## config.mk

```make
export PLATFORM = sky130hd
export DESIGN_NAME = arpc_cell
export DESIGN_NICKNAME = d
export VERILOG_FILES = /design/src/arpc_pkg.sv /design/src/arpc_cell.sv
export SDC_FILE = /design/constraint.sdc
export NUM_CORES = 1
export LEC_CHECK = 0
export ABC_AREA = 1
export BUFFER_PORTS_ARGS = -buffer_cell sky130_fd_sc_hd__clkbuf_2
export CORE_AREA = 5 5 195 121
export CTS_BUF_LIST = sky130_fd_sc_hd__clkbuf_2
export DETAILED_ROUTE_END_ITERATION = 10
export DIE_AREA = 0 0 200 126
export GPL_TIMING_DRIVEN = 0
export PLACE_DENSITY = 0.81
export SYNTH_ARGS = -nofsm -noshare
export SYNTH_HDL_FRONTEND = slang
export SYNTH_SLANG_ARGS = --single-unit
```

## constraint.sdc

```tcl
create_clock -name aclk -period 21.3 [get_ports aclk]
set_input_delay 4.26 -clock aclk [delete_from_list [all_inputs] [get_ports aclk]]
set_output_delay 4.26 -clock aclk [all_outputs]
set_load 0.01 [all_outputs]
```

## src/arpc_pkg.sv

```systemverilog
// Shared types and constants for the address region permission checker.
package arpc_pkg;

    typedef enum logic [1:0] {
        OP_CLEAR  = 2'd0,
        OP_APPEND = 2'd1,
        OP_CHECK  = 2'd2,
        OP_NONE   = 2'd3
    } arpc_op_t;

    localparam logic [1:0] MODE_READ  = 2'h1;
    localparam logic [1:0] MODE_WRITE = 2'h2;

    // Control part of a transaction as it moves from cell to cell.
    // bits: region mode on an append, access mask on a check.
    typedef struct packed {
        logic     valid;
        arpc_op_t op;
        logic [1:0] bits;
        logic     hit;
        logic     allowed;
        logic     status;
    } arpc_ctl_t;

endpackage

```

## src/arpc_cell.sv

```systemverilog
// One table entry of the region chain: holds a region and passes transactions on.
module arpc_cell #(
    parameter int ADDRESS_BITS = 64,
    parameter int INDEX_BITS   = 7,
    parameter int CELL_INDEX   = 0
) (
    input  logic                     aclk,
    input  logic                     aresetn,
    input  logic                     advance,
    input  arpc_pkg::arpc_ctl_t      ctl_in,
    input  logic [ADDRESS_BITS-1:0]  addr_a_in,
    input  logic [ADDRESS_BITS-1:0]  addr_b_in,
    input  logic [INDEX_BITS-1:0]    idx_in,
    output arpc_pkg::arpc_ctl_t      ctl_out,
    output logic [ADDRESS_BITS-1:0]  addr_a_out,
    output logic [ADDRESS_BITS-1:0]  addr_b_out,
    output logic [INDEX_BITS-1:0]    idx_out
);
    import arpc_pkg::*;

    localparam logic [INDEX_BITS-1:0] MY_INDEX = INDEX_BITS'(CELL_INDEX);

    arpc_ctl_t               ctl_reg, ctl_next;
    logic [ADDRESS_BITS-1:0] addr_a_reg, addr_b_reg;
    logic [INDEX_BITS-1:0]   idx_reg;
    logic [ADDRESS_BITS-1:0] begin_reg, end_reg;
    logic [1:0]              mode_reg;

    logic entry_live;
    logic in_range;
    logic do_store;

    // idx_in is the region count seen when the transaction entered
    assign entry_live = idx_in > MY_INDEX;
    assign in_range   = (addr_a_in >= begin_reg) && (addr_a_in <= end_reg);
    assign do_store   = advance && ctl_in.valid && (ctl_in.op == OP_APPEND)
                        && !ctl_in.status && (idx_in == MY_INDEX);

    always_comb begin
        ctl_next = ctl_in;
        if (ctl_in.valid && (ctl_in.op == OP_CHECK) && !ctl_in.hit
            && entry_live && in_range) begin
            ctl_next.hit     = 1'b1;
            ctl_next.allowed = |(mode_reg & ctl_in.bits);
        end
    end

    always_ff @(posedge aclk) begin
        if (!aresetn) begin
            ctl_reg <= '0;
        end else if (advance) begin
            ctl_reg <= ctl_next;
        end
    end

    always_ff @(posedge aclk) begin
        if (advance) begin
            addr_a_reg <= addr_a_in;
            addr_b_reg <= addr_b_in;
            idx_reg    <= idx_in;
        end
        if (do_store) begin
            begin_reg <= addr_a_in;
            end_reg   <= addr_b_in;
            mode_reg  <= ctl_in.bits;
        end
    end

    assign ctl_out    = ctl_reg;
    assign addr_a_out = addr_a_reg;
    assign addr_b_out = addr_b_reg;
    assign idx_out    = idx_reg;

endmodule

```

### After elaboration in Yosys (flattened, before gate mapping)

Cells that the tools add are included.

* bits in registers: 273
* bits of input ports: 146
* output and inout port bits: 143
* word-level logic and storage cells: 32

* order comparisons: 3
* eq/ne operators: 2
* multiplexer cells: 1
* bitwise logic cells: 1
* reduce and logical (&&, ||, !) cells: 13

Operators with widths (count)
* $ge 64x64->1: 1
* $le 64x64->1: 1
* $logic_and 1x1->1: 9
* $gt 7x1->1 const B: 1
* $logic_not 7->1: 1
* $and 2x2->2: 1
* $eq 2x1->1 const B: 1
* $eq 2x2->1 const B: 1
* $logic_not 1->1: 2
* $mux 2: 1
* $reduce_or 2->1: 1

### Longest topological paths before layout

Gate-level depths: netlist of run 1.

* word-level depth: 6
* gate-level depth with buffers: 20
* gate-level depth less buffers: 20

### Worst setup path after synthesis of run 1

No wires, ideal clock.

* path kind: input -> register
* start point: in idx_in[1]
* end point: reg begin_reg[0] (enable)
* library setup time: 0.939 ns
* arrival time: 16.845 ns
* data required time: 20.361 ns
* setup slack: 3.516 ns
* stages on the path: 3
* path buffers: 0
* path through: nor4_1 -> nand2_1 -> nor4_1

* cells in the longest elaborated chain, start to end: 2

RTL lines
* start, declared: line arpc_cell.sv:13 `input logic [INDEX_BITS-1:0] idx_in,`
* $logic_not 7->1: line arpc_cell.sv:37 `&& !ctl_in.status && (idx_in == MY_INDEX);`
* $logic_and 1x1->1: line arpc_cell.sv:37
* named net do_store: line arpc_cell.sv:31 `logic do_store;`
* end signal, assigned: line arpc_cell.sv:63 `begin_reg <= addr_a_in;`
* end, declared: line arpc_cell.sv:26 `logic [ADDRESS_BITS-1:0] begin_reg, end_reg;`

The timed path passes the listed nets, and every way through them passes these cells.
A chain may end at the register's enable or synchronous reset.

### Final worst setup path of run 1

* start point: in advance
* end point: reg end_reg[3] (enable)

* cells in the longest elaborated chain, start to end: 4

RTL lines
* start, declared: line arpc_cell.sv:9 `input logic advance,`
* $logic_and 1x1->1 (2 in a row): line arpc_cell.sv:36 `assign do_store = advance && ctl_in.valid && (ctl_in.op == OP_APPEND)`
* $logic_and 1x1->1 (2 in a row): line arpc_cell.sv:37
* named net do_store: line arpc_cell.sv:31
* end signal, assigned: line arpc_cell.sv:64 `end_reg <= addr_b_in;`
* end, declared: line arpc_cell.sv:26

The timed path passes the listed nets, and every way through them passes these cells.

==> results of run 1 <==
layout by cell type (no fill, tap or decap), types with 5 or more instances in the layout:
master and instances:
nor3_1 7, nand2_1 128, o21ai_0 22, nand4_1 11, nor2_1 43, a21oi_1 61, inv_1 160, nand3_1 6
edfxtp_1 265, clkbuf_2 386, clkinv_1 6, o21a_1 5, nor2_2 6, ha_1 128, buf_4 18, dfxtp_1 8
synthesized netlist by cell type:
library cell  number  area share (%)
a22o_1             1           0.075
a21oi_2            2            0.15
ha_1             128              14
o21ai_0           22            0.94
nand3_1            6            0.26
a21oi_1           61             2.6
nand2_1          128             4.1
nand4_1           11            0.59
inv_1            160             5.1
o21a_1             5            0.32
a31oi_1            1           0.054
nor2_1            43             1.4
nand4_2            1            0.11
nand3_2            2            0.17
dfxtp_1            8             1.4
buf_4              1           0.064
nor4_1             3            0.16
edfxtp_1         265              68
a21o_1             2            0.13
nor2_2             6            0.32
nor3_1             7            0.30
metrics by stage:
step / hold WS (ns) / utilization, %
global route: 0.521 / 65.8
CTS: 0.476 / 65.8
finish: 0.490 / 65.8
global placement: 0.450 / 62.3
detailed placement: 0.459 / 63.2
floorplan: 0.482 / -
critical path, stage by stage:
cell and delay (ns):
clkbuf_8 0.45, buf_16 0.34, buf_4 0.24, nand2_1 0.09, nor4_2 0.46, buf_4 0.26
buf_4 0.19, buf_4 0.20, buf_4 0.18, buf_4 0.16, buf_4 0.16, buf_4 0.18
worst paths after layout:
kind | start | to | slack, ns
min reg2reg | ctl_out[7] | ctl_out[7] | 0.49
max reg2reg | end_reg[47] | ctl_out[1] | 19.04
min | ctl_out[7] | ctl_out[7] | 0.49
max | advance | end_reg[3] | 14.57
cells by family (layout without fill, tap and decap cells):
group | Yosys count | in the layout | share of synthesized area, %
fa+ha+maj | 128 | 128 | 13.7
simple gates | 207 | 207 | 7.39
compound gates | 94 | 94 | 4.28
buf+inv | 161 | 578 | 5.20
flops | 273 | 273 | 69.4
power by group through the flow:
stage          combinational, W  clock (W)  sequential [W]
4_1_cts               0.0000938   0.000342        0.000619
5_1_grt                0.000103   0.000369        0.000621
2_1_floorplan         0.0000220          0        0.000643
6_report              0.0000928   0.000329        0.000619
3_5_place_dp          0.0000932          0        0.000631
3_3_place_gp          0.0000886          0        0.000631
cell type report:
type	count	area, um2	area share (%)
plain buffers	1	7.51	0.0527
clock buffers	99	495	3.48
clock inverters	11	72.6	0.510
inverters	160	601	4.22
multi-input cells	429	2970	20.9
flip-flops and latches	273	8120	57.0
well taps	286	358	2.51
repair buffers	307	1620	11.4
per-layer routing:
layer	up-vias	GRT usage (%)	wire, um
met3	39	6.62	2410
met4	2	4.99	364
met1	3738	28.1	11400
met5	-	0	13
li1	3782	-	-
met2	313	32.3	12100
==> impl_metrics.tcl, run 1 <==
set metrics [dict create \
    outcome "completed" \
    combPwrFrac_pct 8.9 \
    yosysUniqueCellTypes 21 \
    start_kind "input port" \
    hold_path_depth 2 \
    cts_buffer_depth 3 \
    finalPower_w 0.00104 \
    syn_area_mm2 0.0117 \
    postRouteAntennaNets 0 \
    worst_pin_slew_ns 0.596 \
    min_period_ns 6.73 \
    drt_pass1_iterations 5 \
    portBuffers 288 \
    path_clk_slew_ns 0.12 \
    avgViaCountPerCell 5.03 \
    area_growth_pct 21.8 \
    die_width_um 200 \
    drc 0 \
    placed_cells 1456 \
    rows 42 \
    die_h_um 126 \
    ys.warnings.count 0 \
    cts_resized 0 \
    num_io_pins 289 \
    worst_ep_required_time_ns 21.83 \
    ys_seq_area_share_pct 69.4 \
    end_kind "flip-flop" \
    die-area_mm2 0.0252 \
    gp_congestion 0.798 \
    fin_setup_tns_ns 0 \
    design_area_mm2 0.0142 \
    nNetsFinal 1506 \
    diodes 0 \
    maxCapViolCount 0 \
    yosys_register_bits 273 \
    setup_viol 0 \
    grt_pass1_wl_um 40500 \
    grt_setup_unrepaired "no" \
    drive_above_1_share_pct 33.1 \
    wl_um 26300 \
    syn_area_per_cell_um2 13.5 \
    finalNonFillerCells 1566 \
    clockRootBuffer "clkbuf_2" \
    layout_setup_ws_ns 14.57 \
    routedWlPerCell_um 16.8 \
    vias 7874 \
    htreeDepth 2 \
    ir_drop_v 0.0000567 \
    clkPwrFrac_pct 31.6 \
    cellPowerDensity_mw_per_mm2 73.1 \
    coreArea_mm2 0.0217 \
    post_cts_buffers 0 \
    place_ws_ns 13.68 \
    cts.sinks 273 \
    worstSetupPathType "in2reg" \
    dpl.hpwl_um 20500 \
    p_leak_nw 6.74 \
    ctsHoldBuffers 0 \
    hold_viol 0 \
    slew-limit-headroom_pct 60.3 \
    internal_power_w 0.000781 \
    clk_latency_ns 0.84 \
    hold_class "reg2reg" \
    p_sw_w 0.000259 \
    crit_path_max_fanout 69 \
    drt-initial-drc-count 338 \
    p_seq_share_pct 59.5 \
    synthCells 863 \
    drv_slew 0 \
    worstRegToRegCells 12 \
    finalCritPeriodShare_pct 31.6 \
    numCtsBuffers 60 \
    n_fill_cell 1614 \
    grt_overflow 0 \
    syn_nets 1137 \
    antenna_found_initial 1 \
    cts_tree "built" \
    grt_usage_pct 20.5 \
    max_freq_ghz 0.149 \
    placed_area_mm2 0.0137 \
    swShare_pct 24.9 \
    grt_start_max_net_pins 70 \
    grt_pass1_vias 7992 \
    initial_core_util_pct 54.0 \
    finalClockSkew_ns 0.0500 \
    crit_arrival_ns 7.26 \
]
Note: power is estimated with default switching activity, not from simulation.
==> run 2: changes to the inputs <==
CORE_AREA = 5 5 204 127   (was 5 5 195 121)
DIE_AREA = 0 0 209 132   (was 0 0 200 126)
PLACE_DENSITY = 0.78   (was 0.81)
clock period = 5.4 ns   (was 21.3 ns; I/O delays follow)
==> impl_metrics.tcl, run 2 (same netlist as run 1, synthesis figures left out) <==
set metrics [dict create \
    outcome "completed" \
    grt_pass1_wl_um 41800 \
    start_kind "input port" \
    antenna_found_initial 0 \
    crit_arrival_ns 3.65 \
    avgViaCountPerCell 4.87 \
    die-area_mm2 0.0276 \
    placed_cells 1485 \
    die_width_um 209 \
    r2r_setup_slack_ns 3.15 \
    whs_ns 0.386 \
    area_growth_pct 22.3 \
    die_h_um 132 \
    cts.sinks 273 \
    drt_pass1_iterations 6 \
    finalNonFillerCells 1595 \
    worstSetupPathType "in2reg" \
    routedWlPerCell_um 16.6 \
    hold_viol 0 \
    max_freq_ghz 0.321 \
    clockRootBuffer "clkbuf_2" \
    drt-initial-drc-count 368 \
    cellPowerDensity_mw_per_mm2 285 \
    coreArea_mm2 0.0238 \
    fin_setup_tns_ns 0 \
    hold_class "in2reg" \
    maxCapViolCount 0 \
    crit_path_max_fanout 60 \
    rows 44 \
    grt_start_max_net_pins 79 \
    grt_setup_unrepaired "no" \
    numCtsBuffers 60 \
    portBuffers 288 \
    path_clk_slew_ns 0.14 \
    initial_core_util_pct 49.2 \
    min_period_ns 3.11 \
    cts_buffer_depth 3 \
    finalCritPeriodShare_pct 57.7 \
    cts_resized 0 \
    end_kind "flip-flop" \
    n_fill_cell 1910 \
    grt_pass1_vias 7910 \
    drv_slew 0 \
    finalClockSkew_ns 0.0431 \
    grt_usage_pct 19.0 \
    ctsHoldBuffers 0 \
    layout_commonest_cell "clkbuf_2" \
    postRouteAntennaNets 0 \
    ir_drop_v 0.000246 \
    wl_um 26500 \
    vias 7762 \
    cts_tree "built" \
    slew-limit-headroom_pct 46.3 \
    nNetsFinal 1499 \
    gp_congestion 0.826 \
    worst_ep_required_time_ns 5.94 \
    worst_pin_slew_ns 0.800 \
    num_io_pins 289 \
    drc 0 \
    diodes 0 \
    post_cts_buffers 0 \
    most-common-layout-cells "clkbuf_2, edfxtp_1, inv_1, nand2_1, ha_1" \
    clk_latency_ns 0.88 \
    grt_overflow 0 \
    htreeDepth 2 \
    drive_above_1_share_pct 32.3 \
    setup_viol 0 \
    dpl.hpwl_um 20700 \
    p_leak_nw 6.71 \
]
[run 2: critical path: stages]
cell and delay (ns):
clkbuf_8 0.40, buf_4 0.26, nand2_1 0.12, nor4_4 0.74, buf_6 0.25, buf_6 0.17
buf_6 0.19, buf_6 0.18, buf_8 0.17
[run 2: routing by layer]
metal / wire length, um / global-route usage [%]
met2: 12100 / 29.7
met1: 11800 / 25.9
met3: 2160 / 6.28
met5: 0 / 0
met4: 398 / 4.93
[run 2: per-stage QoR]
| step | worst slack (ns) | utilization [%] | total power, W | area, um2 |
|---|---|---|---|---|
| final | 2.29 | 60.1 | 0.00408 | 14300 |
| after global routing | 2.32 | 60.1 | 0.00431 | 14300 |
| after CTS | 2.42 | 60.1 | 0.00414 | 14300 |
| after detailed placement | 1.42 | 57.8 | 0.00286 | 13700 |
| after global placement | -5.43 | 57.0 | 0.00284 | 13600 |
| after floorplan | -0.607 | - | 0.00262 | 11700 |
[run 2: path summary, 6_finish.rpt]
check	cells after the start	startpoint	to
min reg2reg	2	ctl_out[7]	ctl_out[7]
min	1	addr_b_in[56]	end_reg[56]
max	9	advance	end_reg[63]
max reg2reg	12	end_reg[46]	ctl_out[1]
[run 2: final cells by class]
class                           instances  area, um2  share of cell area [%]
Buffer                                  1       7.51                  0.0525
Clock buffer                           89        445                    3.12
Clock inverter                         21        111                   0.779
Inverter                              160        601                    4.20
Multi-Input combinational cell        429       3000                    21.0
Sequential cell                       273       8120                    56.8
Tap cell                              322        403                    2.82
Timing Repair Buffer                  300       1620                    11.3
[run 2: report_power, final]
group          switching, W  internal (W)  total, W
clock              0.000780      0.000492   0.00127
sequential        0.0000257       0.00241   0.00244
combinational      0.000224      0.000142  0.000366
==> run 3: changes to the inputs <==
clock period = 2.62 ns   (was 5.4 ns; I/O delays follow)
==> impl_metrics.tcl, run 3 (same netlist as run 1, synthesis figures left out) <==
set metrics [dict create \
    finalClockSkew_ns 0.0889 \
    grt.busiest_layer "met2" \
    clkPwrFrac_pct 30.9 \
    n_fill_cell 1699 \
    hold_path_depth 1 \
    crit_arrival_ns 3.14 \
    path_clk_slew_ns 0.13 \
    portBuffers 288 \
    outcome "completed" \
    p_sw_w 0.00225 \
    swShare_pct 25.9 \
    drive_above_1_share_pct 29.1 \
    grt_pass1_vias 9004 \
    avgViaCountPerCell 4.92 \
    drt_pass1_iterations 5 \
    routedWlPerCell_um 17.6 \
    hold_viol 0 \
    most-common-layout-cells "clkbuf_2, edfxtp_1, inv_1, dlygate4sd3_1" \
    clk_latency_ns 0.91 \
    fin_setup_tns_ns 0 \
    finalCritPeriodShare_pct 90.5 \
    worst_ep_required_time_ns 3.39 \
    r2r_start "end_reg[46]" \
    worstHoldStart "advance" \
    critPathMostFrequentCell "nand2_1" \
    end_kind "flip-flop" \
    grt_start_max_net_pins 79 \
    setup_viol 0 \
    die_width_um 209 \
    nNetsFinal 1645 \
    path_cells "dlygate4sd3_1 > clkbuf_2 > ha_1 > nand4_1 > nor2_1 > nand3_1 > nor2_2 > nand4_1 > nand2_1 > nand2_1 > nand2_1 > nand3_2 > a21oi_2" \
    met1_usage_pct 28.1 \
    worstSetupPathType "in2reg" \
    multi_input_area_mm2 0.00300 \
    cts_resized 0 \
    gp_congestion 0.826 \
    vias 8577 \
    finalNonFillerCells 1742 \
    cts_buffer_depth 3 \
    postRouteAntennaNets 0 \
    max_freq_ghz 0.422 \
    use_met2_pct 36.7 \
    wl_um 30600 \
    initial_core_util_pct 49.2 \
    maxCapViolCount 0 \
    combPwrFrac_pct 10.9 \
    drv_slew 0 \
    finalPower_w 0.00867 \
    cellPowerDensity_mw_per_mm2 550 \
    p_leak_nw 7.32 \
    rows 44 \
    num_io_pins 289 \
    internal_power_w 0.00642 \
    whs_ns 0.217 \
    clockRootBuffer "clkbuf_2" \
    numCtsBuffers 60 \
    r2r_setup_slack_ns 0.26 \
    cp_slowest_cell "dlygate4sd3_1" \
    rr_endpoint "ctl_out[1]" \
    p_seq_share_pct 58.2 \
    drc 0 \
    min_period_ns 2.37 \
    drt-initial-drc-count 489 \
    die_h_um 132 \
    worst_pin_slew_ns 0.521 \
    area_growth_pct 34.8 \
    worstRegToRegCells 12 \
    coreArea_mm2 0.0238 \
    crit_path_max_fanout 4 \
    grt_overflow 0 \
    htreeDepth 2 \
    start_kind "input port" \
    slowest_delay_ns 0.55 \
    grt_use_met3_pct 6.61 \
    ir_drop_v 0.000421 \
    placed_cells 1485 \
    hold_class "in2reg" \
    dpl.hpwl_um 20700 \
    cts.sinks 273 \
    cts_tree "built" \
    layout_commonest_cell "clkbuf_2" \
    holdPathEnd "addr_a_out[59]" \
    slew-limit-headroom_pct 65.3 \
    grt_setup_unrepaired "no" \
    antenna_found_initial 1 \
    grt_pass1_wl_um 48000 \
    die-area_mm2 0.0276 \
    register_area_mm2 0.00812 \
    fin_util_pct 66.3 \
    grt_usage_pct 22.0 \
]
[run 3: power by group through the flow]
stage | Sequential [W] | Combinational [W] | Clock, W
2_1_floorplan | 0.00523 | 0.000180 | 0
3_3_place_gp | 0.00513 | 0.000727 | 0
3_5_place_dp | 0.00513 | 0.000762 | 0
4_1_cts | 0.00503 | 0.000937 | 0.00273
5_1_grt | 0.00506 | 0.00104 | 0.00305
6_report | 0.00504 | 0.000948 | 0.00268
[run 3: final cells by class]
class	instances	share of cell area, %
clock inverter	21	0.707
buffer	1	0.0476
antenna	1	0.0159
timing repair buffer	446	19.5
tap	322	2.56
inverter	160	3.81
multi-input combinational	429	19.0
clock buffer	89	2.83
sequential	273	51.5
[run 3: worst max path at each step]
stage | end | from | slack (ns) | cells past startpoint
after floorplan | begin_reg[0] | idx_in[1] | -2.83 | 3
after global placement | end_reg[1] | advance | -7.65 | 4
after detailed placement | end_reg[1] | advance | -0.80 | 9
after CTS | end_reg[63] | idx_in[0] | 0.02 | 10
after global routing | ctl_out[1] | end_reg[47] | 0.05 | 12
final | ctl_out[1] | addr_a_in[45] | 0.25 | 13
[run 3: what timing repair did]
item | in CTS | in global routing
hold buffers | 144 | 0
endpoints found under the hold margin | 281 | 0
setup endpoints to repair | 0 | 15
setup buffers | 0 | 2
[run 3: metrics by stage]
step                      worst slack, ns  cell area (um2)
final                               0.250            15800
after CTS                          0.0170            15700
after global placement              -7.65            13600
after floorplan                     -2.83            11700
after detailed placement           -0.805            13700
after global routing               0.0532            15800
[run 3: metal layers]
layer / part of all wire (%) / vias up
li1: - / 4069
met1: 40 / 4061
met2: 49 / 389
met3: 8.8 / 58
met4: 2.3 / 0
met5: 0 / -
[run 3: worst max-delay path, delay by kind of cell]
kind | cells | cell delay (ns)
adder cells (fa/ha/maj) | 1 | 0.32
AND/OR/NAND/NOR | 9 | 1.47
AO/OA/AOI/OAI | 1 | 0.13
buffers and inverters | 2 | 0.71
